[config.mk]
export PLATFORM = sky130hd
export DESIGN_NAME = filtered_pi_speed_controller_top_flat
export DESIGN_NICKNAME = d
export VERILOG_FILES = /design/src/rtl/core/fpsc_pkg.sv /design/src/rtl/core/fpsc_if.sv /design/src/rtl/core/fpsc_mac.sv /design/src/rtl/core/fpsc_ctrl.sv /design/src/rtl/core/filtered_pi_speed_controller_top.sv /design/src/flat_wrapper.sv
export SDC_FILE = /design/constraint.sdc
export NUM_CORES = 2
export LEC_CHECK = 0
export ABC_AREA = 1
export ABC_CLOCK_PERIOD_IN_PS = 9600
export BUFFER_PORTS_ARGS = -buffer_cell sky130_fd_sc_hd__buf_2
export CORE_MARGIN = 1.5
export CORE_UTILIZATION = 40
export DETAILED_ROUTE_END_ITERATION = 16
export PLACE_DENSITY = 0.58
export SKIP_LAST_GASP = 1
export SYNTH_ARGS = -nofsm -noshare
export SYNTH_HDL_FRONTEND = slang
export SYNTH_SLANG_ARGS = --single-unit
[constraint.sdc]
create_clock -name clk_i -period 9.6 [get_ports clk_i]
set_input_delay 1.92 -clock clk_i [delete_from_list [all_inputs] [get_ports clk_i]]
set_output_delay 1.92 -clock clk_i [all_outputs]
set_load 0.005 [all_outputs]
[src/rtl/core/fpsc_pkg.sv]
// ----------------------------------------------------------------------------
// fpsc_pkg
// shared widths, constants and control types of the filtered pi speed controller
// ----------------------------------------------------------------------------
`default_nettype none

package fpsc_pkg;

  // field widths
  localparam int unsigned SpeedW   = 16;  // q8.8
  localparam int unsigned DtW      = 20;  // q0.20
  localparam int unsigned GainW    = 16;  // q8.8
  localparam int unsigned FiltW    = 24;  // q8.16
  localparam int unsigned ErrW     = 25;  // signed q.16
  localparam int unsigned IntegW   = 32;  // signed q16.16
  localparam int unsigned DriveW   = 8;
  localparam int unsigned CfgIdxW  = 8;
  localparam int unsigned CfgDataW = 16;

  // shared multiply-accumulate unit
  localparam int unsigned MulXW = 33;
  localparam int unsigned MulYW = 21;
  localparam int unsigned AccW  = MulXW + MulYW;

  // filter taps in q0.16
  localparam logic [15:0] CoefA = 16'd55968;
  localparam logic [15:0] CoefB = 16'd4771;

  // register reset values
  localparam logic [GainW-1:0] SetpointRst = 16'd25600;
  localparam logic [GainW-1:0] PGainRst    = 16'd1024;
  localparam logic [GainW-1:0] IGainRst    = 16'd12800;

  typedef enum logic [CfgIdxW-1:0] {
    REG_SETPOINT = 8'd0,
    REG_P_GAIN   = 8'd1,
    REG_I_GAIN   = 8'd2
  } cfg_reg_e;

  typedef enum logic [2:0] {
    OP_NONE  = 3'd0,
    OP_FILT  = 3'd1,  // coef a times filtered speed
    OP_TAPS  = 3'd2,  // coef b times speed sum
    OP_ERRDT = 3'd3,  // error magnitude times time step
    OP_PROP  = 3'd4,  // p gain times error
    OP_INTEG = 3'd5   // i gain times integral
  } op_sel_e;

  typedef struct packed {
    logic    mac_en;
    logic    mac_acc;
    op_sel_e op_sel;
    logic    ld_filt;
    logic    ld_integ;
    logic    ld_out;
    logic    in_ready;
  } fpsc_ctrl_t;

endpackage

`default_nettype wire

[src/rtl/core/fpsc_if.sv]
// ----------------------------------------------------------------------------
// fpsc_if
// valid/ready channels of the filtered pi speed controller
// ----------------------------------------------------------------------------
`default_nettype none

interface fpsc_in_if import fpsc_pkg::*; ();
  logic              valid;
  logic              ready;
  logic [SpeedW-1:0] measured_speed;
  logic [DtW-1:0]    time_step;

  modport source (output valid, output measured_speed, output time_step, input ready);
  modport sink   (input valid, input measured_speed, input time_step, output ready);
endinterface

interface fpsc_out_if import fpsc_pkg::*; ();
  logic              valid;
  logic              ready;
  logic [DriveW-1:0] drive_level;
  logic              drive_saturated;
  logic              demand_negative;

  modport source (output valid, output drive_level, output drive_saturated,
                  output demand_negative, input ready);
  modport sink   (input valid, input drive_level, input drive_saturated,
                  input demand_negative, output ready);
endinterface

interface fpsc_cfg_if import fpsc_pkg::*; ();
  logic                valid;
  logic                ready;
  logic [CfgIdxW-1:0]  index;
  logic [CfgDataW-1:0] data;

  modport source (output valid, output index, output data, input ready);
  modport sink   (input valid, input index, input data, output ready);
endinterface

`default_nettype wire

[src/rtl/core/fpsc_mac.sv]
// ----------------------------------------------------------------------------
// fpsc_mac
// shared signed multiplier with a registered accumulator
// ----------------------------------------------------------------------------
`default_nettype none

module fpsc_mac import fpsc_pkg::*; (
  input  wire logic                    clk_i,
  input  wire logic                    rst_ni,
  input  wire logic                    en_i,
  input  wire logic                    acc_i,   // add to the running value
  input  wire logic signed [MulXW-1:0] x_i,
  input  wire logic signed [MulYW-1:0] y_i,
  output      logic signed [AccW-1:0]  acc_o
);

  logic signed [AccW-1:0] prod;
  logic signed [AccW-1:0] acc_d, acc_q;

  assign prod  = x_i * y_i;
  assign acc_d = (acc_i ? acc_q : '0) + prod;

  always_ff @(posedge clk_i or negedge rst_ni) begin
    if (!rst_ni) begin
      acc_q <= '0;
    end else if (en_i) begin
      acc_q <= acc_d;
    end
  end

  assign acc_o = acc_q;

endmodule

`default_nettype wire

[src/rtl/core/fpsc_ctrl.sv]
// ----------------------------------------------------------------------------
// fpsc_ctrl
// sequencer that steps one sample through the shared multiply-accumulate unit
// ----------------------------------------------------------------------------
`default_nettype none

module fpsc_ctrl import fpsc_pkg::*; (
  input  wire logic clk_i,
  input  wire logic rst_ni,
  input  wire logic in_valid_i,
  input  wire logic out_free_i,
  output fpsc_ctrl_t ctrl_o
);

  typedef enum logic [8:0] {
    ST_IDLE  = 9'b000000001,
    ST_MUL_A = 9'b000000010,
    ST_MUL_B = 9'b000000100,
    ST_FILT  = 9'b000001000,
    ST_MUL_E = 9'b000010000,
    ST_INTEG = 9'b000100000,
    ST_MUL_P = 9'b001000000,
    ST_MUL_I = 9'b010000000,
    ST_DONE  = 9'b100000000
  } state_e;

  state_e state_d, state_q;

  always_comb begin
    state_d = state_q;
    ctrl_o  = '{mac_en: 1'b0, mac_acc: 1'b0, op_sel: OP_NONE, ld_filt: 1'b0,
                ld_integ: 1'b0, ld_out: 1'b0, in_ready: 1'b0};
    unique case (state_q)
      ST_IDLE: begin
        ctrl_o.in_ready = 1'b1;
        if (in_valid_i) state_d = ST_MUL_A;
      end
      ST_MUL_A: begin
        ctrl_o.mac_en = 1'b1;
        ctrl_o.op_sel = OP_FILT;
        state_d       = ST_MUL_B;
      end
      ST_MUL_B: begin
        ctrl_o.mac_en  = 1'b1;
        ctrl_o.mac_acc = 1'b1;
        ctrl_o.op_sel  = OP_TAPS;
        state_d        = ST_FILT;
      end
      ST_FILT: begin
        ctrl_o.ld_filt = 1'b1;
        state_d        = ST_MUL_E;
      end
      ST_MUL_E: begin
        ctrl_o.mac_en = 1'b1;
        ctrl_o.op_sel = OP_ERRDT;
        state_d       = ST_INTEG;
      end
      ST_INTEG: begin
        ctrl_o.ld_integ = 1'b1;
        state_d         = ST_MUL_P;
      end
      ST_MUL_P: begin
        ctrl_o.mac_en = 1'b1;
        ctrl_o.op_sel = OP_PROP;
        state_d       = ST_MUL_I;
      end
      ST_MUL_I: begin
        ctrl_o.mac_en  = 1'b1;
        ctrl_o.mac_acc = 1'b1;
        ctrl_o.op_sel  = OP_INTEG;
        state_d        = ST_DONE;
      end
      ST_DONE: begin
        if (out_free_i) begin
          ctrl_o.ld_out = 1'b1;
          state_d       = ST_IDLE;
        end
      end
      default: state_d = ST_IDLE;
    endcase
  end

  always_ff @(posedge clk_i or negedge rst_ni) begin
    if (!rst_ni) begin
      state_q <= ST_IDLE;
    end else begin
      state_q <= state_d;
    end
  end

endmodule

`default_nettype wire

[src/rtl/core/filtered_pi_speed_controller_top.sv]
// ----------------------------------------------------------------------------
// filtered_pi_speed_controller_top
// low-pass filtered pi speed loop with saturating integral and 8-bit drive
// ----------------------------------------------------------------------------
//
//   channel  dir  handshake      payload
//   -------  ---  -------------  ------------------------------------------
//   in_i     in   valid / ready  measured_speed[15:0], time_step[19:0]
//   out_o    out  valid / ready  drive_level[7:0], drive_saturated,
//                                demand_negative
//   cfg_i    in   valid / ready  index[7:0], data[15:0] (0 setpoint,
//                                1 p gain, 2 i gain, others ignored)
//
// after acceptance the shared 33x21 multiplier is used five times under the
// sequencer, with a rounding step after the filter and after the integral
// product, before the result is loaded into the output register.
// in_i is ready only while the sequencer is idle; a finished result sits in
// the output register so the next request is taken while it waits.
// if the output register is still full, the sequencer holds in its last step.
// reset clears filter, previous speed and integral and reloads the registers.
// cfg_i is always ready.
// ----------------------------------------------------------------------------
`default_nettype none

module filtered_pi_speed_controller_top import fpsc_pkg::*; (
  input  wire logic clk_i,
  input  wire logic rst_ni,
  fpsc_in_if.sink   in_i,
  fpsc_out_if.source out_o,
  fpsc_cfg_if.sink  cfg_i
);

  // control from the sequencer
  fpsc_ctrl_t ctrl;
  logic       in_acc;
  logic       out_free;

  // configuration registers
  logic [GainW-1:0] setpoint_q, p_gain_q, i_gain_q;

  // sample latched at acceptance
  logic [SpeedW-1:0] speed_q;
  logic [DtW-1:0]    dt_q;

  // loop state
  logic [FiltW-1:0]         filt_q;
  logic [SpeedW-1:0]        prev_q;
  logic signed [ErrW-1:0]   err_q;
  logic signed [IntegW-1:0] integ_q;

  // output register
  logic              out_valid_q;
  logic [DriveW-1:0] drive_q;
  logic              sat_q, neg_q;

  // shared multiplier operands and accumulator
  logic signed [MulXW-1:0] mul_x;
  logic signed [MulYW-1:0] mul_y;
  logic signed [AccW-1:0]  acc;

  assign in_acc   = in_i.valid & ctrl.in_ready;
  assign out_free = ~out_valid_q | out_o.ready;

  fpsc_ctrl u_ctrl (
    .clk_i      (clk_i),
    .rst_ni     (rst_ni),
    .in_valid_i (in_i.valid),
    .out_free_i (out_free),
    .ctrl_o     (ctrl)
  );

  // ---------------------------------------------------------------------------
  // configuration writes
  // ---------------------------------------------------------------------------
  assign cfg_i.ready = 1'b1;

  always_ff @(posedge clk_i or negedge rst_ni) begin
    if (!rst_ni) begin
      setpoint_q <= SetpointRst;
      p_gain_q   <= PGainRst;
      i_gain_q   <= IGainRst;
    end else if (cfg_i.valid) begin
      unique case (cfg_i.index)
        REG_SETPOINT: setpoint_q <= cfg_i.data;
        REG_P_GAIN:   p_gain_q   <= cfg_i.data;
        REG_I_GAIN:   i_gain_q   <= cfg_i.data;
        default: ;  // unknown index, write dropped
      endcase
    end
  end

  // ---------------------------------------------------------------------------
  // operand selection for the shared multiplier
  // ---------------------------------------------------------------------------
  logic [SpeedW:0]   tap_sum;   // speed + previous speed
  logic [ErrW-1:0]   err_mag;   // |error|, below 2^24

  assign tap_sum = {1'b0, speed_q} + {1'b0, prev_q};
  assign err_mag = err_q[ErrW-1] ? ErrW'(-err_q) : ErrW'(err_q);

  always_comb begin
    mul_x = '0;
    mul_y = '0;
    case (ctrl.op_sel)
      OP_FILT: begin
        mul_x = $signed({(MulXW-FiltW)'(0), filt_q});
        mul_y = $signed({(MulYW-16)'(0), CoefA});
      end
      OP_TAPS: begin
        // b * (speed + previous) lifted from q8.24 to q8.32
        mul_x = $signed({(MulXW-SpeedW-9)'(0), tap_sum, 8'd0});
        mul_y = $signed({(MulYW-16)'(0), CoefB});
      end
      OP_ERRDT: begin
        mul_x = $signed({(MulXW-ErrW)'(0), err_mag});
        mul_y = $signed({(MulYW-DtW)'(0), dt_q});
      end
      OP_PROP: begin
        mul_x = {{(MulXW-ErrW){err_q[ErrW-1]}}, err_q};
        mul_y = $signed({(MulYW-GainW)'(0), p_gain_q});
      end
      OP_INTEG: begin
        mul_x = {{(MulXW-IntegW){integ_q[IntegW-1]}}, integ_q};
        mul_y = $signed({(MulYW-GainW)'(0), i_gain_q});
      end
      default: ;
    endcase
  end

  fpsc_mac u_mac (
    .clk_i  (clk_i),
    .rst_ni (rst_ni),
    .en_i   (ctrl.mac_en),
    .acc_i  (ctrl.mac_acc),
    .x_i    (mul_x),
    .y_i    (mul_y),
    .acc_o  (acc)
  );

  // ---------------------------------------------------------------------------
  // filter rounding: q8.32 sum rounded half up to q8.16, clamped to 24 bits
  // ---------------------------------------------------------------------------
  logic [41:0]           filt_rnd;
  logic [FiltW-1:0]      filt_d;
  logic signed [ErrW-1:0] err_d;

  assign filt_rnd = {1'b0, acc[40:0]} + 42'h8000;
  assign filt_d   = (|filt_rnd[41:40]) ? {FiltW{1'b1}} : filt_rnd[39:16];
  // error in q.16 against the freshly filtered speed
  assign err_d    = $signed({1'b0, setpoint_q, 8'd0}) - $signed({1'b0, filt_d});

  // ---------------------------------------------------------------------------
  // integral step: e*dt in q.36 rounded half away from zero, saturating add
  // ---------------------------------------------------------------------------
  logic [44:0]              prod_rnd;
  logic [24:0]              step_mag;
  logic signed [IntegW+1:0] step_s;
  logic signed [IntegW+1:0] integ_sum;
  logic signed [IntegW-1:0] integ_d;

  assign prod_rnd  = {1'b0, acc[43:0]} + 45'h80000;
  assign step_mag  = prod_rnd[44:20];
  // product sign follows the error (dt is never negative; zero rounds to zero)
  assign step_s    = err_q[ErrW-1] ? -$signed({(IntegW+2-25)'(0), step_mag})
                                   :  $signed({(IntegW+2-25)'(0), step_mag});
  assign integ_sum = {{2{integ_q[IntegW-1]}}, integ_q} + step_s;

  always_comb begin
    if (integ_sum > $signed({2'b00, 1'b0, {(IntegW-1){1'b1}}})) begin
      integ_d = {1'b0, {(IntegW-1){1'b1}}};
    end else if (integ_sum < $signed({2'b11, 1'b1, {(IntegW-1){1'b0}}})) begin
      integ_d = {1'b1, {(IntegW-1){1'b0}}};
    end else begin
      integ_d = integ_sum[IntegW-1:0];
    end
  end

  // ---------------------------------------------------------------------------
  // drive: integer part of |u| in q.24, clipped at full scale
  // ---------------------------------------------------------------------------
  logic            u_neg;
  logic [AccW-1:0] u_mag;
  logic [AccW-25:0] u_int;
  logic            u_sat;

  assign u_neg = acc[AccW-1];
  assign u_mag = u_neg ? AccW'(-acc) : AccW'(acc);
  assign u_int = u_mag[AccW-1:24];
  assign u_sat = |u_int[AccW-25:DriveW];

  // ---------------------------------------------------------------------------
  // state registers
  // ---------------------------------------------------------------------------
  always_ff @(posedge clk_i) begin
    if (in_acc) begin
      speed_q <= in_i.measured_speed;
      dt_q    <= in_i.time_step;
    end
    if (ctrl.ld_filt) err_q <= err_d;
  end

  always_ff @(posedge clk_i or negedge rst_ni) begin
    if (!rst_ni) begin
      filt_q  <= '0;
      prev_q  <= '0;
      integ_q <= '0;
    end else begin
      if (ctrl.ld_filt) begin
        filt_q <= filt_d;
        prev_q <= speed_q;
      end
      if (ctrl.ld_integ) integ_q <= integ_d;
    end
  end

  // output register, refilled only once the previous result has gone
  always_ff @(posedge clk_i or negedge rst_ni) begin
    if (!rst_ni) begin
      out_valid_q <= 1'b0;
    end else if (ctrl.ld_out) begin
      out_valid_q <= 1'b1;
    end else if (out_o.ready) begin
      out_valid_q <= 1'b0;
    end
  end

  always_ff @(posedge clk_i) begin
    if (ctrl.ld_out) begin
      drive_q <= u_sat ? {DriveW{1'b1}} : u_int[DriveW-1:0];
      sat_q   <= u_sat;
      neg_q   <= u_neg;
    end
  end

  assign in_i.ready            = ctrl.in_ready;
  assign out_o.valid           = out_valid_q;
  assign out_o.drive_level     = drive_q;
  assign out_o.drive_saturated = sat_q;
  assign out_o.demand_negative = neg_q;

  // ---------------------------------------------------------------------------
  // assertions
  // ---------------------------------------------------------------------------
  // an accepted request keeps the input closed while it is worked on
  a_busy_after_accept: assert property (@(posedge clk_i) disable iff (!rst_ni)
    in_acc |=> !ctrl.in_ready)
    else $error("input ready right after a request was accepted");

  // a result is loaded only into a free output register
  a_no_overwrite: assert property (@(posedge clk_i) disable iff (!rst_ni)
    ctrl.ld_out |-> (!out_valid_q || out_o.ready))
    else $error("result loaded over an untaken result");

  // the filter product starts the cycle after acceptance
  a_seq_start: assert property (@(posedge clk_i) disable iff (!rst_ni)
    in_acc |=> (ctrl.mac_en && !ctrl.mac_acc && ctrl.op_sel == OP_FILT))
    else $error("sequencer did not start the filter after acceptance");

  // output valid only rises from a load by the sequencer
  a_valid_source: assert property (@(posedge clk_i) disable iff (!rst_ni)
    $rose(out_valid_q) |-> $past(ctrl.ld_out))
    else $error("output valid rose without a result load");

endmodule

`default_nettype wire

[src/flat_wrapper.sv]
// flat-port wrapper written by rule: the top's interface ports become plain ports
module filtered_pi_speed_controller_top_flat import fpsc_pkg::*;
  (clk_i, rst_ni, in_i_valid, in_i_measured_speed, in_i_time_step, in_i_ready, out_o_valid, out_o_drive_level, out_o_drive_saturated, out_o_demand_negative, out_o_ready, cfg_i_valid, cfg_i_index, cfg_i_data, cfg_i_ready);
  fpsc_in_if in_i_i ();
  fpsc_out_if out_o_i ();
  fpsc_cfg_if cfg_i_i ();
  input  wire logic clk_i;
  input  wire logic rst_ni;
  input wire logic [$bits(in_i_i.valid)-1:0] in_i_valid;
  input wire logic [$bits(in_i_i.measured_speed)-1:0] in_i_measured_speed;
  input wire logic [$bits(in_i_i.time_step)-1:0] in_i_time_step;
  output wire logic [$bits(in_i_i.ready)-1:0] in_i_ready;
  output wire logic [$bits(out_o_i.valid)-1:0] out_o_valid;
  output wire logic [$bits(out_o_i.drive_level)-1:0] out_o_drive_level;
  output wire logic [$bits(out_o_i.drive_saturated)-1:0] out_o_drive_saturated;
  output wire logic [$bits(out_o_i.demand_negative)-1:0] out_o_demand_negative;
  input wire logic [$bits(out_o_i.ready)-1:0] out_o_ready;
  input wire logic [$bits(cfg_i_i.valid)-1:0] cfg_i_valid;
  input wire logic [$bits(cfg_i_i.index)-1:0] cfg_i_index;
  input wire logic [$bits(cfg_i_i.data)-1:0] cfg_i_data;
  output wire logic [$bits(cfg_i_i.ready)-1:0] cfg_i_ready;
  assign in_i_i.valid = in_i_valid;
  assign in_i_i.measured_speed = in_i_measured_speed;
  assign in_i_i.time_step = in_i_time_step;
  assign in_i_ready = in_i_i.ready;
  assign out_o_valid = out_o_i.valid;
  assign out_o_drive_level = out_o_i.drive_level;
  assign out_o_drive_saturated = out_o_i.drive_saturated;
  assign out_o_demand_negative = out_o_i.demand_negative;
  assign out_o_i.ready = out_o_ready;
  assign cfg_i_i.valid = cfg_i_valid;
  assign cfg_i_i.index = cfg_i_index;
  assign cfg_i_i.data = cfg_i_data;
  assign cfg_i_ready = cfg_i_i.ready;
  filtered_pi_speed_controller_top u_core (.clk_i(clk_i), .rst_ni(rst_ni), .in_i(in_i_i), .out_o(out_o_i), .cfg_i(cfg_i_i));
endmodule
* Word level (Yosys, flattened, before mapping)
Cells that the tools add are included.
Widths: inputs -> output; s select.
** Storage, ports and cells
- Bits in registers :: 255
** Cells by class
- Add/sub/neg operators :: 9
- $mul :: 1
- Order comparisons :: 2
- Eq/ne operators :: 18
- Muxes and demuxes :: 22
- Bitwise operators :: 3
- Reduce and logical (&&, ||, !) cells :: 10
** Operators with widths (number)
- $pmux 33 s5 :: 1
- $mux 54 :: 2
- $pmux 20 s5 :: 1
- $pmux 9 s9 :: 1
- $mux 32 :: 2
- $add 54x54->54 :: 1
- $mul 33x21->54 :: 1
- $neg 54->54 :: 1
- $add 44x20->45 const B :: 1
- $add 41x16->42 const B :: 1
- $add 34x34->34 :: 1
- $gt 34x32->1 const B :: 1
- $lt 34x32->1 const B :: 1
- $mux 34 :: 1
- $neg 25->34 :: 1
- $mux 25 :: 1
- $neg 25->25 :: 1
- $sub 24x24->25 :: 1
- $mux 24 :: 1
- $reduce_or 22->1 :: 1
- $mux 9 :: 2
- $add 16x16->17 :: 1
- $pmux 3 s5 :: 1
- $eq 9x1->1 const B :: 1
- 24 further kinds :: 38

* Longest topological paths before layout
- Depth in word-level cells :: 7
- Depth in mapped cells :: 46

* Modules after synthesis
A second synthesis with hierarchy kept.
** Unflattened totals
- Cell total of the unflattened synthesis :: 6339
- Area, all modules :: 46679.8 um^2
** By module, submodules not included
- fpsc_mac :: instances 1, cells an instance 3949, area an instance 30207.7 um^2, seq. area each 1351.3 um^2
- filtered_pi_speed_controller_top :: instances 1, cells an instance 2305, area an instance 15869.0 um^2, seq. area each 5168.7 um^2
- fpsc_ctrl :: instances 1, cells an instance 85, area an instance 603.1 um^2, seq. area each 226.5 um^2

* Worst setup path before layout
OpenSTA, ideal clock, no wires.
- Path kind :: flip-flop to flip-flop
- Start point :: reg u_core.u_ctrl.state_q[8]
- End point :: reg u_core.u_mac.acc_q[53], in the netlist u_core.u_mac.acc_o[53]
- Setup time :: 0.135 ns
- Arrival :: 7.895 ns
- Required time :: 9.465 ns
- Setup slack :: 1.570 ns
- Cell stages (with the launch flop) :: 31
- Clock period less this slack :: 8.030 ns
- Path through :: dfrtp_1 -> clkbuf_1 -> nor4_1 -> nand2_1 -> inv_2 -> buf_1 -> nand2_1 -> o21ai_0 -> inv_1 -> nor2_1 -> inv_1 -> fa_1 -> inv_1 -> fa_1 -> fa_1 -> fa_1 -> fa_1 -> fa_1 -> inv_1 -> fa_1 -> inv_1 -> ha_1 -> a21oi_1 -> o21ai_0 -> a21oi_1 -> nor2_1 -> a211oi_1 -> nand3_1 -> or2_2 -> nand3_1 -> o21ai_0
** On the way
- Longest elaborated chain between the ends :: 6
- Elaborated cells on any way between the ends :: 20
- Those cells by class :: add/sub (1); mul (1); eq/ne (10); mux (6); reduce/logical (2)
** RTL lines
- start: declaration :: RTL line fpsc_ctrl.sv:27 : state_e state_d, state_q;
- start signal: assignment :: RTL line fpsc_ctrl.sv:87 : state_q <= state_d;
- $eq 9x8->1 (tied with other cells) :: RTL line fpsc_ctrl.sv:33 : unique case (state_q)
- $pmux 3 s5 :: RTL line fpsc_ctrl.sv:33
- $eq 3x3->1 (tied with other cells) :: RTL line filtered_pi_speed_controller_top.sv:104 : case (ctrl.op_sel)
- $pmux 33 s5 or $pmux 20 s5 (tied branches) :: RTL line filtered_pi_speed_controller_top.sv:104
- $mul 33x21->54 :: RTL line fpsc_mac.sv:20 : assign prod = x_i * y_i;
- $add 54x54->54 :: RTL line fpsc_mac.sv:21 : assign acc_d = (acc_i ? acc_q : '0) + prod;
- end signal: assignment :: RTL line fpsc_mac.sv:25 : acc_q <= '0;
- end signal: assignment :: RTL line fpsc_mac.sv:27 : acc_q <= acc_d;
- end: declaration :: RTL line fpsc_mac.sv:18 : logic signed [AccW-1:0] acc_d, acc_q;
Parallel ways exist; a longest one is shown, timed or not.
A chain may end at the register's enable or synchronous reset.

* Worst setup path in the final report
- Start point :: reg u_core.u_ctrl.state_q[0]
- End point :: reg u_core.u_mac.acc_q[41], in the netlist u_core.u_mac.acc_o[41]
Same word-level chain as after synthesis.

==> metrics.md <==
| Metric | Value |
|---|---|
| Syn Std Cell Area | `42250 um2` |
| # setup viols final | `0` |
| Vias/cell | `5.196` |
| Crit path max-delay family | `adder cells` |
| Flop2flop setup slack | `0.40 ns` |
| Longest Clk Path Bufs | `3` |
| Io pins | `78` |
| First-pass GRT wire length | `227000 um` |
| Hold path depth | `2` |
| Top sig layer | `met4` |
| Chip height | `328.0 um` |
| Vias in the first global route | `36200` |
| Reg2reg start | `u_core.u_ctrl.state_q[0]` |
| Largest net degree at the start of global routing | `69` |
| CP Capture Type | `flop` |
| Synth warn | `0` |
| Outcome | `complete, no violations` |
| Pre-antenna DRT Iters | `6` |
| GRT Util Overall | `27.94%` |
| Syn avg cell area | `7.775 um2` |
| Critical Path AT | `9.69 ns` |
| Highest clock rate | `0.1087 GHz` |
| CTS Hold Bufs | `0` |
| CTS tree | `yes` |
| Area share of fa/ha/maj cells after synthesis | `39.74%` |
| Reg area | `6746 um2` |
| DR WL met3 | `13460 um` |
| Post-synthesis mux area share | `0%` |
| Remaining DRCs | `0` |
| CP Launch Type | `flop` |
| Die W | `328.0 um` |
| Max-capacitance violation count | `0` |
| WHS Endpoint | `u_core.prev_q[5]` |
| Worst R2R End | `u_core.u_mac.acc_o[41]` |
| Most used DFF post-synth | `dfrtp_1` |
| CTS Buf Count | `30` |
| Reg2reg path depth | `36` |
| Power Density | `129.8 nW/um2` |
| Flops & latches, synth | `255` |
| Total Die Area | `107600 um2` |
| Fill cells | `10650` |
| Final hold vios | `0` |
| Post-synthesis cell type count | `59` |
| Largest family of logic cells by synthesized area | `adder cells` |
| Top cells by area, synth | `fa_1 (33%), nand2_1 (12%), inv_1 (11%), dfrtp_1 (10%), ha_1 (6.3%)` |
| Initial Utilization | `40.25%` |
| Cell taking the most area after synthesis | `fa_1` |
| M1 WL | `67630 um` |
| WP buf/inv | `10` |
| Peak ir drop on the vdd network | `0.0001263 V` |
| Crit share post-route | `95.79%` |
| Multi-input logic area | `30410 um2` |
| Synth cell count leaders | `nand2_1 (1319), inv_1 (1195), fa_1 (705)` |
| Post-layout util | `44.03%` |
| Remaining global-route overflow | `0` |
| Clock-pin slew of the registers on the worst-case setup and hold paths | `0.07 ns` |
| Final wirelength | `147200 um` |
| Vias | `36290` |
| Placer Congestion | `1.001` |
| Final TNS setup | `0 ns` |
| Top cell type's share of synthesized area | `33.41%` |
| Seq/Total Area, Yosys | `15.97%` |
| # clock sinks | `255` |
| Row count | `119` |
| CTS H-Tree Depth | `1` |
| Gate Count Post-Synth | `5434` |
| Critical-path top delay cell | `fa_1` |
| Synth Area in Compound Gates | `7.872%` |
| Critical Path RT | `10.10 ns` |
| RSZ-0062 raised after global routing | `no` |
| WL met2 | `61720 um` |
| Final net count | `6552` |
| Clock root buffer master | `clkbuf_16` |
| FFs w/ async S/R, synth | `72.16%` |
| Area delta synth->final | `9.409%` |
| Tmin final | `9.196 ns` |
| Antenna violations before repair | `0` |
| Final non-filler cell total | `6984` |
| Worst slew margin | `23.37%` |
| Clock Latency Late Sink | `0.64 ns` |
| Core ar. | `105000 um2` |
| Worst Tran Pin Value | `1.146 ns` |
| Slowest Stage Delay on Critical Path | `0.59 ns` |
| Hold_sp | `u_core.speed_q[5]` |
| Count leader, synth | `nand2_1` |
| Critical path peak fanout | `17` |
| DRT iter0 DRCs | `3610` |
| Layout cells sized above 1 | `7.082%` |
| EDFF count, synth | `71` |
| Crit Path Category | `flop to flop` |
| Clk_skew | `0.08161 ns` |
| Count of pins over their slew limit | `0` |
| Leakage | `23.92 nW` |
| Simple-gate share of the synthesized area | `20.51%` |
| HPWL after DPL | `123700 um` |
| HP Class | `flop to flop` |
| Post-route ant nets | `0` |
| Placed cell count | `6927` |
| Synth Area in XOR/XNOR | `3.335%` |
| Number of I/O port buffers | `76` |
| WL/cell | `21.07 um` |
[registers in the layout (all words and copies together), names as in the netlist]
register                      cells
u_core.u_mac.acc_o               54
u_core.integ_q                   32
u_core.err_q                     25
u_core.filt_q                    24
u_core.dt_q                      20
u_core.i_gain_q                  16
u_core.p_gain_q                  16
u_core.prev_q                    16
u_core.setpoint_q                16
u_core.speed_q                   16
u_core.u_ctrl.state_q             9
u_core.out_o.drive_level          8
u_core.out_o.demand_negative      1
u_core.out_o.drive_saturated      1
u_core.out_o.valid                1
[timing repair]
action | CTS | global route
setup endpoints to repair | 0 | 10
gates resized for setup | 0 | 3
endpoints found under the hold margin | 0 | 0
buffers inserted | 0 | 0
[tightest hold or removal path, cell delays in order, from the launching register on]
cell and delay [ns]:
edfxtp_1 0.34, nand2_1 0.06, nand2_1 0.05
[where the power goes]
part | switching [mW] | total (mW) | internal (mW)
Combinational | 2.23 | 3.26 | 1.03
Clock | 0.534 | 1.23 | 0.695
Sequential | 0.215 | 1.52 | 1.30
Total | 2.98 | 6.00 | 3.03
[cells in the final DEF (no fill, tap or decap), types with 58 or more instances in the layout]
cell type,synthesis,routed
dfrtp_1,176,176
buf_2,35,75
nand4_1,58,58
nand3_1,135,135
fa_1,705,705
edfxtp_1,71,71
o21ai_0,255,247
nand2_1,1319,1317
inv_1,1195,1193
nor2_1,479,476
buf_4,6,169
ha_1,214,214
a21oi_1,185,184
xor2_1,107,107
[cell families (layout without fill, tap and decap cells)]
family / after synthesis / in the layout
adders and majority gates: 919 / 919
AOI/OAI and AO/OA: 584 / 584
DFF: 255 / 255
buffers and inverters: 1388 / 1515
other: 2 / 34
xor gates and xnor gates: 160 / 160
and+or+nand+nor: 2126 / 2126
[worst max path at each step]
stage                             startpoint                endpoint  slack [ns]  depth (start not counted)
detailed placement  u_core.u_ctrl.state_q[0]  u_core.u_mac.acc_o[41]        0.29                         36
CTS                 u_core.u_ctrl.state_q[0]  u_core.u_mac.acc_o[41]        0.35                         36
global route               u_core.speed_q[2]  u_core.u_mac.acc_o[44]       0.003                         38
finish              u_core.u_ctrl.state_q[0]  u_core.u_mac.acc_o[41]        0.40                         36
global placement    u_core.u_ctrl.state_q[0]  u_core.u_mac.acc_o[41]        0.36                         36
floorplan           u_core.u_ctrl.state_q[8]  u_core.u_mac.acc_o[53]        1.57                         30
[stage by stage]
stage / power [mW] / area, um2 / hold WS (ns) / worst slack [ns]
4_1_cts: 5.964 / 46210 / 0.4828 / 0.3461
3_5_place_dp: 4.715 / 45180 / 0.4717 / 0.2940
5_1_grt: 6.393 / 46220 / 0.5039 / 0.003072
6_report: 6.002 / 46220 / 0.4833 / 0.4037
3_3_place_gp: 4.716 / 45180 / 0.4645 / 0.3596
2_1_floorplan: 3.551 / 42360 / 0.4481 / 1.570
[metal layers]
layer / vias to the layer above / GRT usage, %
li1: 16650 / -
met1: 18020 / 42.22
met2: 1430 / 40.83
met3: 191 / 5.459
met4: 0 / 6.743
met5: - / 0
[cell type report]
type                            instances  share of cell area, %
Multi-Input combinational cell       3822                  65.79
Sequential cell                       255                  14.60
Inverter                             1210                  9.842
Tap cell                             1391                  3.765
Timing Repair Buffer                  249                  3.760
Clock buffer                           35                  1.686
Clock inverter                         21                 0.5549
Antenna cell                            1               0.005414
No activity file was read; power rests on OpenSTA's default activity.
